[src/sv/page_frame_table_eviction_macros.svh]
// Assertion macros for the page frame table.
`ifndef PAGE_FRAME_TABLE_EVICTION_MACROS_SVH
`define PAGE_FRAME_TABLE_EVICTION_MACROS_SVH

`ifndef SYNTHESIS

// Same-cycle implication, disabled while reset is asserted.
`define PFTE_ASSERT_NOW(label, clk, rstn, ante, cons, msg) \
    label: assert property (@(posedge clk) disable iff (!(rstn)) (ante) |-> (cons)) \
        else $error(msg);

// Next-cycle implication, disabled while reset is asserted.
`define PFTE_ASSERT_NEXT(label, clk, rstn, ante, cons, msg) \
    label: assert property (@(posedge clk) disable iff (!(rstn)) (ante) |=> (cons)) \
        else $error(msg);

`else

`define PFTE_ASSERT_NOW(label, clk, rstn, ante, cons, msg)
`define PFTE_ASSERT_NEXT(label, clk, rstn, ante, cons, msg)

`endif

`endif

[src/sv/pfte_pkg.sv]
// Shared types and codes for the page frame table.
package pfte_pkg;

    // One frame slot as stored in the table memory (63 bits).
    typedef struct packed {
        logic        valid;
        logic [7:0]  owner;
        logic [19:0] page;
        logic        kind;
        logic        acc;
        logic        dirty;
        logic [30:0] stamp;
    } entry_t;

    // Candidate flags reported by the scan unit.
    typedef struct packed {
        logic free_found;
        logic unacc_found;
        logic min_found;
    } cand_flags_t;

    // Request modes
    localparam logic [1:0] MODE_ALLOC      = 2'd0;
    localparam logic [1:0] MODE_FREE_ONE   = 2'd1;
    localparam logic [1:0] MODE_FREE_OWNER = 2'd2;
    localparam logic [1:0] MODE_ACCESS     = 2'd3;

    // Result status
    localparam logic [1:0] ST_OK    = 2'd0;
    localparam logic [1:0] ST_EVICT = 2'd1;
    localparam logic [1:0] ST_FAIL  = 2'd2;

    // Writeback target
    localparam logic [1:0] WB_NONE = 2'd0;
    localparam logic [1:0] WB_FILE = 2'd1;
    localparam logic [1:0] WB_SWAP = 2'd2;

    localparam logic [30:0] TIME_MAX = 31'h7FFF_FFFF;

endpackage

[src/sv/page_frame_table_eviction.sv]
// Page frame table with free-slot allocation and NRU/oldest-first eviction.
//
//  Channel | Dir | Handshake          | Payload
//  --------+-----+--------------------+---------------------------------------------
//  s_      | in  | s_valid / s_ready  | mode, owner_id, page_tag, page_kind,
//          |     |                    | frame_index, was_written, access_time, swap_full
//  m_      | out | m_valid / m_ready  | status, granted_frame, writeback,
//          |     |                    | victim_owner, victim_page
//
// Sequence: allocate and free-owner each make one full pass over the table memory
//   through its single read port; an allocate that evicts then reads the victim
//   slot once more. Free-one clears a single slot; record-access reads the slot and
//   writes it back (no write when the index is past the table end or the slot is not valid).
// Reset: synchronous, active low. After reset a clearing pass writes every slot
//   to zero, with s_ready low.
// Stalls: one request is in work at a time. A finished result sits in the output
//   register; the next request is taken while it waits, and its own result
//   holds in the sequencer until the output register frees up.

`include "page_frame_table_eviction_macros.svh"

module page_frame_table_eviction #(
    parameter int FRAMES = 64
) (
    input  logic        aclk,
    input  logic        aresetn,

    input  logic        s_valid,
    output logic        s_ready,
    input  logic [1:0]  s_mode,
    input  logic [7:0]  s_owner_id,
    input  logic [19:0] s_page_tag,
    input  logic        s_page_kind,
    input  logic [5:0]  s_frame_index,
    input  logic        s_was_written,
    input  logic [30:0] s_access_time,
    input  logic        s_swap_full,

    output logic        m_valid,
    input  logic        m_ready,
    output logic [1:0]  m_status,
    output logic [5:0]  m_granted_frame,
    output logic [1:0]  m_writeback,
    output logic [7:0]  m_victim_owner,
    output logic [19:0] m_victim_page
);
    import pfte_pkg::*;

    localparam int         SW       = $clog2(FRAMES);
    localparam logic [SW:0] FRAMES_C = (SW+1)'(FRAMES);

    // sequencer states
    localparam logic [3:0] S_CLEAR  = 4'd0;
    localparam logic [3:0] S_IDLE   = 4'd1;
    localparam logic [3:0] S_FREE   = 4'd2;
    localparam logic [3:0] S_ACC_RD = 4'd3;
    localparam logic [3:0] S_ACC_WR = 4'd4;
    localparam logic [3:0] S_SCAN   = 4'd5;
    localparam logic [3:0] S_PICK   = 4'd6;
    localparam logic [3:0] S_VDEC   = 4'd7;
    localparam logic [3:0] S_DONE   = 4'd8;

    // ------------------------------------------------------------------
    // Control registers
    // ------------------------------------------------------------------
    logic [3:0]    state_reg, state_next;
    logic [SW:0]   cnt_reg, cnt_next;
    logic          pend_reg, pend_next;
    logic          m_valid_reg, m_valid_next;

    // ------------------------------------------------------------------
    // Payload registers
    // ------------------------------------------------------------------
    logic [SW-1:0] pend_slot_reg, pend_slot_next;
    logic [SW-1:0] victim_reg, victim_next;
    logic [1:0]    req_mode_reg, req_mode_next;
    logic [7:0]    req_owner_reg, req_owner_next;
    logic [19:0]   req_page_reg, req_page_next;
    logic          req_kind_reg, req_kind_next;
    logic [5:0]    req_idx_reg, req_idx_next;
    logic          req_wr_reg, req_wr_next;
    logic [30:0]   req_time_reg, req_time_next;
    logic          req_sfull_reg, req_sfull_next;

    logic [1:0]    res_status_reg, res_status_next;
    logic [5:0]    res_granted_reg, res_granted_next;
    logic [1:0]    res_wb_reg, res_wb_next;
    logic [7:0]    res_owner_reg, res_owner_next;
    logic [19:0]   res_page_reg, res_page_next;

    logic [1:0]    m_status_reg, m_status_next;
    logic [5:0]    m_granted_reg, m_granted_next;
    logic [1:0]    m_wb_reg, m_wb_next;
    logic [7:0]    m_owner_reg, m_owner_next;
    logic [19:0]   m_page_reg, m_page_next;

    // ------------------------------------------------------------------
    // Frame table memory: one write port, one registered read port
    // ------------------------------------------------------------------
    entry_t        mem_reg [FRAMES];
    entry_t        rd_data_reg;
    logic [SW-1:0] rd_addr;
    logic          wr_en;
    logic [SW-1:0] wr_addr;
    entry_t        wr_data;

    always_ff @(posedge aclk) begin
        if (wr_en) begin
            mem_reg[wr_addr] <= wr_data;
        end
        rd_data_reg <= mem_reg[rd_addr];
    end

    // ------------------------------------------------------------------
    // Scan unit
    // ------------------------------------------------------------------
    logic          cand_start;
    logic          cand_load;
    cand_flags_t   cand_flags;
    logic [SW-1:0] free_slot;
    logic [SW-1:0] unacc_slot;
    logic [SW-1:0] min_slot;

    pfte_cand #(
        .SW (SW)
    ) u_cand (
        .aclk       (aclk),
        .aresetn    (aresetn),
        .start      (cand_start),
        .load       (cand_load),
        .slot       (pend_slot_reg),
        .entry      (rd_data_reg),
        .flags      (cand_flags),
        .free_slot  (free_slot),
        .unacc_slot (unacc_slot),
        .min_slot   (min_slot)
    );

    // ------------------------------------------------------------------
    // Helpers
    // ------------------------------------------------------------------
    // slot number to the 6-bit granted_frame field (low bits, zero-extended)
    function automatic logic [5:0] low6(input logic [SW-1:0] s);
        logic [SW+5:0] x;
        x = {6'b0, s};
        return x[5:0];
    endfunction

    logic [SW+5:0] idx_ext;
    logic [SW-1:0] idx_addr;
    logic          idx_ok;
    logic [SW-1:0] victim_sel;
    entry_t        fill_entry;

    assign idx_ext  = {{SW{1'b0}}, req_idx_reg};
    assign idx_addr = idx_ext[SW-1:0];
    assign idx_ok   = (32'(req_idx_reg) < 32'(FRAMES));

    // First not-accessed slot, else strictly oldest, else slot 0 (table is full).
    assign victim_sel = cand_flags.unacc_found ? unacc_slot :
                        cand_flags.min_found   ? min_slot   : '0;

    always_comb begin
        fill_entry       = '0;
        fill_entry.valid = 1'b1;
        fill_entry.owner = req_owner_reg;
        fill_entry.page  = req_page_reg;
        fill_entry.kind  = req_kind_reg;
        fill_entry.stamp = req_time_reg;
    end

    // ------------------------------------------------------------------
    // Sequencer
    // ------------------------------------------------------------------
    always_comb begin
        state_next       = state_reg;
        cnt_next         = cnt_reg;
        pend_next        = 1'b0;
        pend_slot_next   = pend_slot_reg;
        victim_next      = victim_reg;
        req_mode_next    = req_mode_reg;
        req_owner_next   = req_owner_reg;
        req_page_next    = req_page_reg;
        req_kind_next    = req_kind_reg;
        req_idx_next     = req_idx_reg;
        req_wr_next      = req_wr_reg;
        req_time_next    = req_time_reg;
        req_sfull_next   = req_sfull_reg;
        res_status_next  = res_status_reg;
        res_granted_next = res_granted_reg;
        res_wb_next      = res_wb_reg;
        res_owner_next   = res_owner_reg;
        res_page_next    = res_page_reg;
        m_status_next    = m_status_reg;
        m_granted_next   = m_granted_reg;
        m_wb_next        = m_wb_reg;
        m_owner_next     = m_owner_reg;
        m_page_next      = m_page_reg;
        m_valid_next     = m_valid_reg && !m_ready;
        wr_en            = 1'b0;
        wr_addr          = '0;
        wr_data          = '0;
        rd_addr          = '0;
        cand_start       = 1'b0;
        cand_load        = 1'b0;
        s_ready          = 1'b0;

        case (state_reg)
            S_CLEAR: begin
                wr_en   = 1'b1;
                wr_addr = cnt_reg[SW-1:0];
                if (cnt_reg == FRAMES_C - 1'b1) begin
                    cnt_next   = '0;
                    state_next = S_IDLE;
                end else begin
                    cnt_next = cnt_reg + 1'b1;
                end
            end

            S_IDLE: begin
                s_ready = 1'b1;
                if (s_valid) begin
                    req_mode_next    = s_mode;
                    req_owner_next   = s_owner_id;
                    req_page_next    = s_page_tag;
                    req_kind_next    = s_page_kind;
                    req_idx_next     = s_frame_index;
                    req_wr_next      = s_was_written;
                    req_time_next    = s_access_time;
                    req_sfull_next   = s_swap_full;
                    res_status_next  = ST_OK;
                    res_granted_next = '0;
                    res_wb_next      = WB_NONE;
                    res_owner_next   = '0;
                    res_page_next    = '0;
                    case (s_mode)
                        MODE_ALLOC, MODE_FREE_OWNER: begin
                            cnt_next   = '0;
                            cand_start = 1'b1;
                            state_next = S_SCAN;
                        end
                        MODE_FREE_ONE: state_next = S_FREE;
                        MODE_ACCESS:   state_next = S_ACC_RD;
                        default:       state_next = S_DONE;
                    endcase
                end
            end

            S_FREE: begin
                // contents of a free slot are never read back, so write zero
                wr_en      = idx_ok;
                wr_addr    = idx_addr;
                state_next = S_DONE;
            end

            S_ACC_RD: begin
                rd_addr    = idx_addr;
                state_next = idx_ok ? S_ACC_WR : S_DONE;
            end

            S_ACC_WR: begin
                wr_en         = rd_data_reg.valid;
                wr_addr       = idx_addr;
                wr_data       = rd_data_reg;
                wr_data.acc   = 1'b1;
                wr_data.dirty = rd_data_reg.dirty | req_wr_reg;
                wr_data.stamp = req_time_reg;
                state_next    = S_DONE;
            end

            S_SCAN: begin
                // issue one read per cycle; the read data is registered and lands in the next cycle
                if (cnt_reg < FRAMES_C) begin
                    rd_addr        = cnt_reg[SW-1:0];
                    pend_next      = 1'b1;
                    pend_slot_next = cnt_reg[SW-1:0];
                    cnt_next       = cnt_reg + 1'b1;
                end
                if (pend_reg) begin
                    if (req_mode_reg == MODE_ALLOC) begin
                        cand_load = 1'b1;
                    end else if (rd_data_reg.valid && (rd_data_reg.owner == req_owner_reg)) begin
                        wr_en   = 1'b1;
                        wr_addr = pend_slot_reg;
                    end
                end
                if ((cnt_reg == FRAMES_C) && !pend_reg) begin
                    state_next = (req_mode_reg == MODE_ALLOC) ? S_PICK : S_DONE;
                end
            end

            S_PICK: begin
                if (cand_flags.free_found) begin
                    wr_en            = 1'b1;
                    wr_addr          = free_slot;
                    wr_data          = fill_entry;
                    res_granted_next = low6(free_slot);
                    state_next       = S_DONE;
                end else begin
                    victim_next = victim_sel;
                    rd_addr     = victim_sel;
                    state_next  = S_VDEC;
                end
            end

            S_VDEC: begin
                if (rd_data_reg.dirty && !rd_data_reg.kind && req_sfull_reg) begin
                    res_status_next = ST_FAIL;
                end else begin
                    wr_en            = 1'b1;
                    wr_addr          = victim_reg;
                    wr_data          = fill_entry;
                    res_status_next  = ST_EVICT;
                    res_granted_next = low6(victim_reg);
                    res_wb_next      = !rd_data_reg.dirty ? WB_NONE :
                                       rd_data_reg.kind   ? WB_FILE : WB_SWAP;
                    res_owner_next   = rd_data_reg.owner;
                    res_page_next    = rd_data_reg.page;
                end
                state_next = S_DONE;
            end

            S_DONE: begin
                if (!m_valid_reg || m_ready) begin
                    m_valid_next   = 1'b1;
                    m_status_next  = res_status_reg;
                    m_granted_next = res_granted_reg;
                    m_wb_next      = res_wb_reg;
                    m_owner_next   = res_owner_reg;
                    m_page_next    = res_page_reg;
                    state_next     = S_IDLE;
                end
            end

            default: state_next = S_IDLE;
        endcase
    end

    always_ff @(posedge aclk) begin
        if (!aresetn) begin
            state_reg   <= S_CLEAR;
            cnt_reg     <= '0;
            pend_reg    <= 1'b0;
            m_valid_reg <= 1'b0;
        end else begin
            state_reg   <= state_next;
            cnt_reg     <= cnt_next;
            pend_reg    <= pend_next;
            m_valid_reg <= m_valid_next;
        end
    end

    always_ff @(posedge aclk) begin
        pend_slot_reg   <= pend_slot_next;
        victim_reg      <= victim_next;
        req_mode_reg    <= req_mode_next;
        req_owner_reg   <= req_owner_next;
        req_page_reg    <= req_page_next;
        req_kind_reg    <= req_kind_next;
        req_idx_reg     <= req_idx_next;
        req_wr_reg      <= req_wr_next;
        req_time_reg    <= req_time_next;
        req_sfull_reg   <= req_sfull_next;
        res_status_reg  <= res_status_next;
        res_granted_reg <= res_granted_next;
        res_wb_reg      <= res_wb_next;
        res_owner_reg   <= res_owner_next;
        res_page_reg    <= res_page_next;
        m_status_reg    <= m_status_next;
        m_granted_reg   <= m_granted_next;
        m_wb_reg        <= m_wb_next;
        m_owner_reg     <= m_owner_next;
        m_page_reg      <= m_page_next;
    end

    assign m_valid         = m_valid_reg;
    assign m_status        = m_status_reg;
    assign m_granted_frame = m_granted_reg;
    assign m_writeback     = m_wb_reg;
    assign m_victim_owner  = m_owner_reg;
    assign m_victim_page   = m_page_reg;

    // ------------------------------------------------------------------
    // Assertions
    // ------------------------------------------------------------------
    `PFTE_ASSERT_NEXT(a_one_in_flight, aclk, aresetn, s_valid && s_ready, !s_ready, "overlap")
    `PFTE_ASSERT_NOW(a_clear_blocks, aclk, aresetn, state_reg == S_CLEAR, !s_ready, "ready in clear")
    `PFTE_ASSERT_NOW(a_cnt_range, aclk, aresetn, 1'b1, cnt_reg <= FRAMES_C, "counter past end")
    `PFTE_ASSERT_NOW(a_result_source, aclk, aresetn, $rose(m_valid), $past(state_reg) == S_DONE, "stray")
    `PFTE_ASSERT_NOW(a_scan_end, aclk, aresetn, state_reg == S_PICK, !pend_reg && cnt_reg == FRAMES_C, "early")

endmodule

[src/sv/pfte_cand.sv]
// Scan unit: tracks free, not-accessed and oldest candidates over a slot stream.
module pfte_cand #(
    parameter int SW = 6
) (
    input  logic                  aclk,
    input  logic                  aresetn,
    input  logic                  start,
    input  logic                  load,
    input  logic [SW-1:0]         slot,
    input  pfte_pkg::entry_t      entry,
    output pfte_pkg::cand_flags_t flags,
    output logic [SW-1:0]         free_slot,
    output logic [SW-1:0]         unacc_slot,
    output logic [SW-1:0]         min_slot
);
    import pfte_pkg::*;

    cand_flags_t   flags_reg, flags_next;
    logic [SW-1:0] free_slot_reg, free_slot_next;
    logic [SW-1:0] unacc_slot_reg, unacc_slot_next;
    logic [SW-1:0] min_slot_reg, min_slot_next;
    logic [30:0]   best_reg, best_next;

    always_comb begin
        flags_next      = flags_reg;
        free_slot_next  = free_slot_reg;
        unacc_slot_next = unacc_slot_reg;
        min_slot_next   = min_slot_reg;
        best_next       = best_reg;
        if (start) begin
            flags_next = '0;
            best_next  = TIME_MAX;
        end else if (load) begin
            if (!entry.valid && !flags_reg.free_found) begin
                flags_next.free_found = 1'b1;
                free_slot_next        = slot;
            end
            if (entry.valid && !entry.acc && !flags_reg.unacc_found) begin
                flags_next.unacc_found = 1'b1;
                unacc_slot_next        = slot;
            end
            // strict compare: earliest slot wins a tie
            if (entry.valid && (entry.stamp < best_reg)) begin
                flags_next.min_found = 1'b1;
                min_slot_next        = slot;
                best_next            = entry.stamp;
            end
        end
    end

    always_ff @(posedge aclk) begin
        if (!aresetn) begin
            flags_reg <= '0;
        end else begin
            flags_reg <= flags_next;
        end
    end

    always_ff @(posedge aclk) begin
        free_slot_reg  <= free_slot_next;
        unacc_slot_reg <= unacc_slot_next;
        min_slot_reg   <= min_slot_next;
        best_reg       <= best_next;
    end

    assign flags      = flags_reg;
    assign free_slot  = free_slot_reg;
    assign unacc_slot = unacc_slot_reg;
    assign min_slot   = min_slot_reg;

endmodule

[config.mk]
export PLATFORM = sky130hd
export DESIGN_NAME = page_frame_table_eviction
export DESIGN_NICKNAME = d
export VERILOG_FILES = /design/src/sv/pfte_pkg.sv /design/src/sv/page_frame_table_eviction.sv /design/src/sv/pfte_cand.sv
export VERILOG_INCLUDE_DIRS = /design/src /design/src/sv
export SDC_FILE = /design/constraint.sdc
export NUM_CORES = 2
export LEC_CHECK = 0
export BUFFER_PORTS_ARGS = -buffer_cell sky130_fd_sc_hd__buf_2
export CORE_UTILIZATION = 28
export DETAILED_ROUTE_END_ITERATION = 10
export GPL_ROUTABILITY_DRIVEN = 0
export SETUP_SLACK_MARGIN = 0.5
export SLEW_MARGIN = 20
export SYNTH_ARGS = -nofsm -noshare
export SYNTH_HDL_FRONTEND = slang
export SYNTH_SLANG_ARGS = --single-unit
[constraint.sdc]
create_clock -name aclk -period 5.8 [get_ports aclk]
set_input_delay 1.16 -clock aclk [delete_from_list [all_inputs] [get_ports aclk]]
set_output_delay 1.16 -clock aclk [all_outputs]
set_load 0.02 [all_outputs]
## Word level (Yosys, flattened, before mapping)

Memory sizes are Yosys's and may differ from the RTL's. A register that Yosys moved wholly into a read port is not among the register bits.
Index checks and enable logic that the tools add are counted.

| storage, ports and cells | value |
|---|---|
| bits in registers | 223 |
| bits in writable memories | 4032 |
| input port bits | 74 |
| output and inout port bits | 40 |
| logic and storage cells | 168 |
| memories kept | 1 |

| cells by class | value |
|---|---|
| add/sub/neg operators | 1 |
| magnitude comparators | 2 |
| eq/ne operators | 22 |
| muxes and demuxes | 62 |
| bitwise operators | 4 |
| reductions and logical operators | 45 |

Memory list:

| name | words | width | read ports | clocked after memory_dff | write ports | line | text |
|---|---|---|---|---|---|---|---|
| mem_reg | 64 | 63 | 1 | 1 | 1 | page_frame_table_eviction.sv:100 | `entry_t mem_reg [FRAMES];` |

Operator list:

| cell | count |
|---|---|
| one-hot mux 63 bit (3 select lines) | 1 |
| two-way mux 63 bit | 2 |
| two-way mux 6 bit | 12 |
| two-way mux 20 bit | 2 |
| one-hot mux 20 bit (2 select lines) | 1 |
| one-hot mux 6 bit (3 select lines) | 2 |
| less-than comparator 31 bit | 1 |
| one-hot mux 6 bit (5 select lines) | 1 |
| two-way mux 7 bit | 4 |
| one-hot mux 4 bit (7 select lines) | 1 |
| two-way mux 4 bit | 6 |
| one-hot mux 7 bit (3 select lines) | 1 |
| AND reduction 2 bit | 9 |
| two-way mux 1 bit | 17 |
| equality test 4 x 3 -> 1 bit, second input constant | 4 |
| two-way mux 8 bit | 2 |
| one-hot mux 8 bit (2 select lines) | 1 |
| != test 2 bit, second input constant | 7 |
| one-hot mux 4 bit (3 select lines) | 1 |
| AND reduction 3 bit | 4 |
| AND reduction 4 bit | 3 |
| two-way mux 2 bit | 5 |
| logical AND 1 bit | 9 |
| equality test 4 x 2 -> 1 bit, second input constant | 2 |
| 22 further kinds | 38 |

## Depth between registers and ports, before layout

| depth | value |
|---|---|
| depth in word-level cells | 8 |
| mapped depth | 15 |
| gate-level depth less buffers | 10 |

## Hierarchy

Synthesis repeated with hierarchy kept, for this count alone.

| unflattened totals | value |
|---|---|
| cells, all modules | 11692 |
| area total of the unflattened synthesis | 174300.9 um^2 |

By module, submodules not included:

| module | instances | cells each | area an instance (um^2) | sequential area each (um^2) |
|---|---|---|---|---|
| page_frame_table_eviction | 1 | 11444 | 171786.0 | 127342.1 |
| pfte_cand | 1 | 248 | 2514.9 | 1221.2 |

## Worst setup path after synthesis

No wires, ideal clock.

| timing | value |
|---|---|
| path kind | flip-flop to flip-flop |
| start | register state_reg[2] |
| end | memory mem_reg[40][0] (netlist bit), enable pin |
| library setup time | 0.484 ns |
| arrival | 5.397 ns |
| data required time | 5.316 ns |
| path slack | -0.081 ns |
| stages on the path, launching flop included | 11 |
| path buffers | 2 |
| period minus slack after synthesis | 5.881 ns |
| path through | dfxtp_1 > clkbuf_1 > and4b_1 > and2_1 > clkbuf_1 > or2_1 > a21o_1 > or3_1 > and2_1 > nand2_1 > nor2_1 |

| on the way | value |
|---|---|
| longest elaborated chain between the ends | 5 |
| elaborated cells on any way between the ends | 12 |
| those cells by class | eq/ne (5); mux (4); reduce/logical (3) |

Ends and longest elaborated chain:

| what | line | text |
|---|---|---|
| start: declaration | page_frame_table_eviction.sv:66 | `logic [3:0] state_reg, state_next;` |
| start signal: assignment | page_frame_table_eviction.sv:346 | `state_reg <= state_next;` |
| equality test 4 x 2 -> 1 bit or zero test 4 bit (tied branches) | page_frame_table_eviction.sv:208 | `case (state_reg)` |
| OR reduction 2 bit (no line) | - |  |
| one-hot mux 1 bit (5 select lines) | page_frame_table_eviction.sv:208 |  |
| two-way mux 1 bit | page_frame_table_eviction.sv:108 | `if (wr_en) begin` |
| two-way mux 1 bit (not written as such) | page_frame_table_eviction.sv:109 | `mem_reg[wr_addr] <= wr_data;` |
| end: declaration | page_frame_table_eviction.sv:100 |  |

Several ways; a longest one is shown, not always the timed one.

## Final worst setup path

| timing | value |
|---|---|
| start | register state_reg[3] |
| end | register, netlist name rd_data_reg[37] |

| on the way | value |
|---|---|
| longest elaborated chain between the ends | 2 |
| elaborated cells on any way between the ends | 4 |
| those cells by class | eq/ne (3); mux (1) |

Ends and longest elaborated chain:

| what | line |
|---|---|
| equality test 4 x 3 -> 1 bit or equality test 4 x 2 -> 1 bit (tied branches) | page_frame_table_eviction.sv:208 |
| one-hot mux 6 bit (3 select lines) (*) | page_frame_table_eviction.sv:208 |

Mark *: on every way between the ends. The rest lies on a longest branch, timed or not.
A chain may end at the register's enable or synchronous reset.

==> impl_metrics.ini <==
[logic_synthesis]
synth_top_flop_cell = edfxtp_1
async_flop_share_pct = 0
avgSynthCellArea_um2 = 13.93
synth_area_um2 = 171900
ys_seq_area_share_pct = 74.79
ys_warn_count = 0
ys_seq_elements = 4318
synth_fp_nets = 12450
synth_edf_count = 4208
ys_types = 86
synthCells = 12344

[pwr]
design_power_total_mw = 62.79
p_seq_share_pct = 54.2
p_int_mw = 49.91
ir_drop_v = 0.0002897
power_density_nw_per_um2 = 314.6
leakagePower_nw = 68.05
p_clk_share_pct = 44.8
netSwitchingFraction_pct = 20.52
p_switching_mw = 12.88
pwr-share-comb_pct = 1.0

[die]
dieWidth_um = 785.5
start_util_pct = 28.13
fp-row-count = 287
core-area_um2 = 611200
die_area_um2 = 617100
die_h_um = 785.5
io-pin-count = 114

[global_routing]
grt_overflow = 0
grtUsageTotal_pct = 19.43
grt_start_max_net_pins = 136
use_met2_pct = 29.43
grt_pass1_wl_um = 861900
use_met3_pct = 4.612
grt_pass1_vias = 108407
antenna_found_initial = 23
grt-busiest-layer = met2
grt_util_met1_pct = 26.29

[drt]
drt-wirelength-per-cell_um = 30.05
dr.pass1.iters = 6
dr_total_vias = 116352
post-route-drc-count = 0
wirelength_um = 627300
ant_nets = 0
drtIter0Drc = 19772
drt-vias-per-instance = 5.573

[sta]
finalHoldViolCount = 0
max_slew_margin_pct = 15.43
tightest_slew_ns = 1.266
fmax_ghz = 0.1939
rsz0062_at_grt = no
fin_skew_ns = 0.1250
period_minus_slack_ns = 5.157
min_period_over_period_pct = 88.92
finalSetupViolations = 0
finalMaxSlewViolations = 0

[cells_and_area]
syn_to_final_growth_pct = 16.09
largest_reg_flops = 4032
final_area_um2 = 199600
fillers = 59170
fin_cells = 20877
final_net_count = 12522
drive_gt1_share_pct = 11.03
fin_util_pct = 32.65

[critical_path]
crit_fanout = 53
endpoint_kind = register
path_class = register to register
start_kind = register
cp.required_ns = 6.64
cp_data_arrival_time_ns = 6.00
r2r_slack_ns = 0.64

[clock_tree]
cts_buffers = 410
htreeDepth = 5
cts.reportedPaths.clkPinSlew_ns = 0.06
tritoncts = built
hold_buffers = 0
cts_root_buf = clkbuf_16
ctsLongestPathBuffers = 4
clk-insertion-delay-late_ns = 1.07
cts.sinks = 4318

[placed_design]
post-place-cells = 20094
dpl_cell_area_um2 = 185600
hpwl_um = 324900
port_buffers = 113

[hold_path]
hp-class = input port to register

[job]
drv_cap = 0

[outcome]
status = finished clean
[worst max-delay path: stages, from the launching register on]
cell	delay, ns
dfxtp_1	0.68
and4bb_2	0.46
a22oi_2	0.63
nand2_8	0.56
buf_12	0.40
buf_12	0.21
buf_4	0.24
a211oi_1	0.42
a311oi_1	0.14
a211oi_1	0.52
o21ai_1	0.32
o211a_1	0.20
[what timing repair did]
item | 4_1_cts | 5_1_grt
setup endpoints to repair | 0 | 3
gates resized for setup | 0 | 4
setup buffers | 0 | 0
[synth_stat cells, drive strengths merged (12+ instances only)]
cell type	instances	area, µm²
inv	40	150.1
and3	614	3841
o21ai	418	2092
a211oi	528	3996
a2111oi	28	247.7
nor4	21	131.4
buf	508	2575
a221oi	13	143.9
or4	13	97.59
ha	32	400.4
a21o	31	232.7
mux2i	79	790.8
nor2	177	684.4
a22o	39	341.6
edfxtp	4208	126400
a21oi	175	875.8
dfxtp	110	2202
a2111o	17	191.4
nor3	27	135.1
nand4	64	400.4
o211a	12	120.1
o2bb2ai	17	148.9
a31o	27	236.5
o21bai	39	292.8
and2	70	437.9
a31oi	269	1683
o2111ai	29	254.0
mux2	23	259.0
nor2b	14	87.58
a22oi	30	230.2
clkbuf	429	1612
a221o	33	330.3
a311o	143	1431
o211ai	28	229.0
o311a	20	200.2
o31ai	33	247.7
nand3	1173	5871
a32oi	33	304.0
a311oi	218	1909
nand2	2463	9258
[power by group through the flow]
stage | registers, mW | logic (mW) | clock network [mW]
floorplan | 34.6 | 0.288 | 0
global placement | 34.7 | 0.631 | 0
detailed placement | 34.7 | 0.633 | 0
CTS | 34.0 | 0.637 | 28.2
global route | 34.0 | 0.679 | 29.4
finish | 34.0 | 0.649 | 28.1
[metrics by stage]
| step | setup slack, ns | setup TNS, ns | hold slack [ns] |
|---|---|---|---|
| finish | 0.6427 | 0 | 0.2644 |
| global route | 0.6129 | 0 | 0.2594 |
| CTS | 0.5581 | 0 | 0.2150 |
| detailed placement | 0.5747 | 0 | 0.4052 |
| global placement | 0.6717 | 0 | 0.4025 |
| floorplan | -0.08133 | -263.88 | 0.4003 |
[cell type report]
cell class	count	area [µm²]	area share, %
multi-input combinational	7049	39900	19.99
clock inverter	254	2909	1.458
clock buffer	507	10910	5.468
timing repair buffer	597	6950	3.483
sequential	4318	128600	64.42
antenna	20	50.05	0.02508
tap	8092	10120	5.074
inverter	40	152.6	0.07649
[path summary, 6_finish.rpt]
kind | startpoint | end | cells after the start
setup / recovery | state_reg[3] | rd_data_reg[37] | 11
hold / removal | s_owner_id[0] | req_owner_reg[0] | 1
setup reg to reg | state_reg[3] | rd_data_reg[37] | 11
hold reg to reg | res_page_reg[15] | m_victim_page[15] | 0
[placed cells by master (no fill, tap or decap), types with 264 or more instances in the layout]
| cell type | synthesis | layout |
|---|---|---|
| edfxtp_1 | 4208 | 4208 |
| nand2_1 | 2460 | 2455 |
| nand3_1 | 1173 | 1173 |
| and3_1 | 614 | 614 |
| a211oi_1 | 523 | 523 |
| clkbuf_16 | 0 | 416 |
| o21ai_0 | 414 | 412 |
| a31oi_1 | 269 | 269 |
| buf_4 | 38 | 264 |
[metal layers]
metal  wire length, µm  part of all wire [%]
met1            239900                    38
met2            276200                    44
met3             78740                    13
met4             32440                   5.2
met5                22                0.0035
[logic make-up after synthesis]
| kind of cell | share of synthesized area (%) |
|---|---|
| and+or+nand+nor | 12.37 |
| DFF | 74.79 |
| AOI/OAI and AO/OA | 9.392 |
| buffers and inverters | 2.523 |
| muxes | 0.6107 |
| adders and majority gates | 0.2329 |
| xor gates and xnor gates | 0.07642 |
(Power assumes the default switching activity.)
